==> src/hw/rtl/gsel_pkg.sv <==
`timescale 1ns / 1ps
// ----------------------------------------------------------------------------
// gsel_pkg
// Shared types, register indexes and the exponential table.
// ----------------------------------------------------------------------------
package gsel_pkg;

  localparam int unsigned RegAmplitude  = 0;
  localparam int unsigned RegCenter     = 1;
  localparam int unsigned RegWidth      = 2;
  localparam int unsigned RegRangeLow   = 3;
  localparam int unsigned RegRangeHigh  = 4;
  localparam int unsigned RegSampleCnt  = 5;

  localparam logic [62:0] SumMax = {63{1'b1}};
  localparam logic [18:0] RLimit = 19'd262144;

  typedef struct packed {
    logic start;
  } gsel_cmd_t;

  typedef struct packed {
    logic done;
  } gsel_sts_t;

  typedef enum logic [2:0] {
    StIdle = 3'b001,
    StBusy = 3'b010,
    StOut  = 3'b100
  } gsel_state_e;

  function automatic logic [16:0] exp_tab(input logic [5:0] k);
    logic [16:0] v;
    case (k)
      6'd0:  v = 17'd65536;
      6'd1:  v = 17'd39750;
      6'd2:  v = 17'd24109;
      6'd3:  v = 17'd14623;
      6'd4:  v = 17'd8869;
      6'd5:  v = 17'd5380;
      6'd6:  v = 17'd3263;
      6'd7:  v = 17'd1979;
      6'd8:  v = 17'd1200;
      6'd9:  v = 17'd728;
      6'd10: v = 17'd442;
      6'd11: v = 17'd268;
      6'd12: v = 17'd162;
      6'd13: v = 17'd99;
      6'd14: v = 17'd60;
      6'd15: v = 17'd36;
      6'd16: v = 17'd22;
      6'd17: v = 17'd13;
      6'd18: v = 17'd8;
      6'd19: v = 17'd5;
      6'd20: v = 17'd3;
      6'd21: v = 17'd2;
      6'd22: v = 17'd1;
      6'd23: v = 17'd1;
      default: v = 17'd0;
    endcase
    return v;
  endfunction

endpackage

==> src/hw/rtl/gsel_ctrl.sv <==
`timescale 1ns / 1ps
// ----------------------------------------------------------------------------
// gsel_ctrl
// Controller: takes a transfer, starts the datapath, holds the result.
// ----------------------------------------------------------------------------
module gsel_ctrl
  import gsel_pkg::*;
(
  input  logic      clk_i,
  input  logic      rst_ni,
  input  logic      in_valid_i,
  output logic      in_stall_o,
  output logic      out_valid_o,
  input  logic      out_stall_i,
  output gsel_cmd_t cmd_o,
  input  gsel_sts_t sts_i,
  input  logic      last_i,
  output logic      load_o,
  output logic      clear_o
);

  gsel_state_e state_q, state_d;

  always_comb begin
    state_d = state_q;
    case (state_q)
      StIdle: if (in_valid_i) state_d = StBusy;
      StBusy: if (sts_i.done) state_d = StOut;
      StOut:  if (!out_stall_i) state_d = StIdle;
      default: state_d = StIdle;
    endcase
  end

  always_ff @(posedge clk_i or negedge rst_ni) begin
    if (!rst_ni) state_q <= StIdle;
    else state_q <= state_d;
  end

  assign in_stall_o  = (state_q != StIdle);
  assign cmd_o.start = (state_q == StIdle) && in_valid_i;
  assign out_valid_o = (state_q == StOut);
  assign load_o      = (state_q == StBusy) && sts_i.done;
  assign clear_o     = load_o && last_i;

endmodule

==> config.mk <==
export PLATFORM = sky130hd
export DESIGN_NAME = gsel_ctrl
export DESIGN_NICKNAME = d
export VERILOG_FILES = /design/src/hw/rtl/gsel_pkg.sv /design/src/hw/rtl/gsel_ctrl.sv
export SDC_FILE = /design/constraint.sdc
export NUM_CORES = 1
export LEC_CHECK = 0
export BUFFER_PORTS_ARGS = -buffer_cell sky130_fd_sc_hd__buf_2
export CAP_MARGIN = 15
export CORE_AREA = 2 2 39 41
export CTS_BUF_LIST = sky130_fd_sc_hd__clkbuf_8
export CTS_CLUSTER_SIZE = 28
export DETAILED_ROUTE_END_ITERATION = 8
export DIE_AREA = 0 0 41 43
export GPL_ROUTABILITY_DRIVEN = 0
export PLACE_DENSITY = 0.45
export RECOVER_POWER = 100
export SYNTH_ARGS = -nofsm -noshare
export SYNTH_HDL_FRONTEND = slang
export SYNTH_SLANG_ARGS = --single-unit
==> constraint.sdc <==
create_clock -name clk_i -period 1.2 [get_ports clk_i]
set_input_delay 0.18 -clock clk_i [delete_from_list [all_inputs] [get_ports clk_i]]
set_output_delay 0.18 -clock clk_i [all_outputs]
set_load 0.005 [all_outputs]
==> impl_metrics.env <==
export IMPL_status="finished, violations left"
export IMPL_violations="setup timing"
export IMPL_dieHeight_um=43
export IMPL_vias=215
export IMPL_netlist_area_leader_share_pct=26.3
export IMPL_final_cells=52
export IMPL_grt_pass1_wl_um=738
export IMPL_pre_cts_ws_ns=-0.134
export IMPL_async_reset_ff_share_pct=100
export IMPL_grt_use_total_pct=7.24
export IMPL_first_pass_iters=1
export IMPL_p_per_area_nw_per_um2=2290
export IMPL_route_detailed_drc=0
export IMPL_syn_inst=17
export IMPL_start_util_pct=13.7
export IMPL_drt_iter0_drc=0
export IMPL_synth_ff_type="dfrtp_1"
export IMPL_top_register="state_q"
export IMPL_hold_path_class="in -> reg"
export IMPL_core_area_um2=1380
export IMPL_diodes=0
export IMPL_antenna_found_initial=0
export IMPL_wl_per_cell_um=11.6
export IMPL_finalSetupViolCount=5
export IMPL_cts_tree="yes"
export IMPL_placedCellCount=44
export IMPL_pin_count=11
export IMPL_htreeDepth=1
export IMPL_netlist_top_cells_count="and4bb_2, nand3b_1, a21oi_1, dfrtp_1, nor3b_1"
export IMPL_clk_latency_ns=0.22
export IMPL_crit_arrival_ns=1.27
export IMPL_yosysUniqueCellTypes=10
export IMPL_numCtsBuffers=3
export IMPL_synthesis_area_um2=190
export IMPL_wl_met1_um=294
export IMPL_grt_pass1_vias=168
export IMPL_grt_max_degree=11
export IMPL_cts_buffer_depth=2
export IMPL_globalRoute_totalOverflow=0
export IMPL_wl_met3_um=73
export IMPL_cp_max_fo=5
export IMPL_hold_viol=0
export IMPL_syn_to_final_growth_pct=88.8
export IMPL_holdPathStages=3
export IMPL_ys_top_cells_by_area="dfrtp_1, and4bb_2, dfstp_2, nand3b_1, nor3b_1"
export IMPL_std_cell_rows=14
export IMPL_grt_setup_unrepaired="yes"
export IMPL_finalCritPeriodShare_pct=121
export IMPL_required_ns=1.02
export IMPL_worst_slew_pin_slew_ns=0.182
export IMPL_synth_enable_flop_cells=0
export IMPL_irDropWorstVdd_mv=0.828
export IMPL_seq_area_frac_synth_pct=40.1
export IMPL_p_leak_nw=0.175
export IMPL_reg2regPathDepth=3
export IMPL_tns_ns=-0.855
export IMPL_setup_ws_ns=-0.247
export IMPL_synthesis_nets=23
export IMPL_dieWidth_um=41
export IMPL_slew_viol_final=0
export IMPL_top_layer="met3"
export IMPL_critPathKind="reg -> out"
export IMPL_synth_avg_cell_area_um2=11.2
export IMPL_clkSinkCount=3
export IMPL_drive_gt1_share_pct=58.3
export IMPL_end_kind="primary output"
export IMPL_met2WireLength_um=234
export IMPL_vias_per_cell=4.13
export IMPL_postRouteWirelength_um=602
export IMPL_yosys_warnings=0
export IMPL_die_area_um2=1760
export IMPL_dp_hpwl_um=382
export IMPL_fin_worst_skew_ns=0.000725
export IMPL_largestRegisters="state_q x3"
export IMPL_largest_reg_flops=3
export IMPL_cap_violations=0
export IMPL_ys_ff_latch=3
export IMPL_fin_nets=43
export IMPL_root_buffer="clkbuf_8"
export IMPL_slew_limit_headroom_pct=87.9
export IMPL_final_min_clock_period_ns=1.45
export IMPL_fmaxAchievable_mhz=691
export IMPL_finalPower_uw=822
export IMPL_postRouteAntennaNets=0
export IMPL_io_buffers=10
export IMPL_cp_start_kind="register"
export IMPL_clkTransAtPathRegs_ns=0.03
export IMPL_yosysTopAreaCell="dfrtp_1"
export IMPL_timing_hold_ws_ns=0.247
placed cells by master, fill, tap and decap left out, drive strengths merged, types with 2 or more instances in the layout:
master	count
nor3b	2
nand3b	3
or3b	2
dfrtp	2
a21oi	2
clkbuf	4
and4bb	3
buf	12
worst max-delay path, cell delays in order, from the launching register on:
cell	delay (ns)
dfstp_2	0.55
or3b_4	0.38
buf_6	0.12
final timing paths:
path / start / end / slack [ns]
setup / recovery: state_q[0] / in_stall_o / -0.25
hold / removal: out_stall_i / state_q[2] / 0.25
setup reg to reg: state_q[1] / state_q[1] / -0.06
hold reg to reg: state_q[2] / state_q[1] / 0.63
max in group asynchronous: rst_ni / state_q[0] / 0.65
min in group asynchronous: rst_ni / state_q[2] / 0.31
report_power, final:
part | internal, mW | leakage [nW] | switching [mW]
clock | 0.218 | 0.0269 | 0.0704
combinational | 0.227 | 0.112 | 0.109
sequential | 0.152 | 0.0358 | 0.0458
total | 0.597 | 0.175 | 0.225
cells by family (layout without fill, tap and decap cells):
logic type | after synthesis | count (layout) | synth area share (%)
AOI/OAI and AO/OA | 2 | 2 | 5.26
buffers and inverters | 0 | 19 | 0
and+or+nand+nor | 12 | 12 | 54.6
DFF | 3 | 3 | 40.1
per-layer routing:
| metal | global-route usage, % | vias to the layer above |
|---|---|---|
| met5 | 0 | - |
| met1 | 9.68 | 97 |
| met3 | 6.28 | 0 |
| met2 | 6.56 | 13 |
| met4 | 6.00 | 0 |
| li1 | - | 105 |
stage by stage:
stage	util [%]	cell area, um^2
floorplan	-	190
global placement	19.3	268
detailed placement	19.3	268
CTS	24.6	340
global route	25.9	359
finish	25.9	359
timing repair:
item	in CTS	in global routing
setup endpoints to repair	4	6
gates cloned	0	0
gates resized for setup	1	2
pin swaps	3	1
hold buffers	1	0
buffers inserted	2	1
endpoints found under the hold margin	3	0
layout make-up:
type	count	area, um^2
fill	152	1020
tap	16	20.0
clock inverter	1	3.75
multi-input combinational	14	116
sequential	3	77.6
timing repair buffer	15	100
clock buffer	3	41.3
No activity file was read; power rests on OpenSTA's default activity.
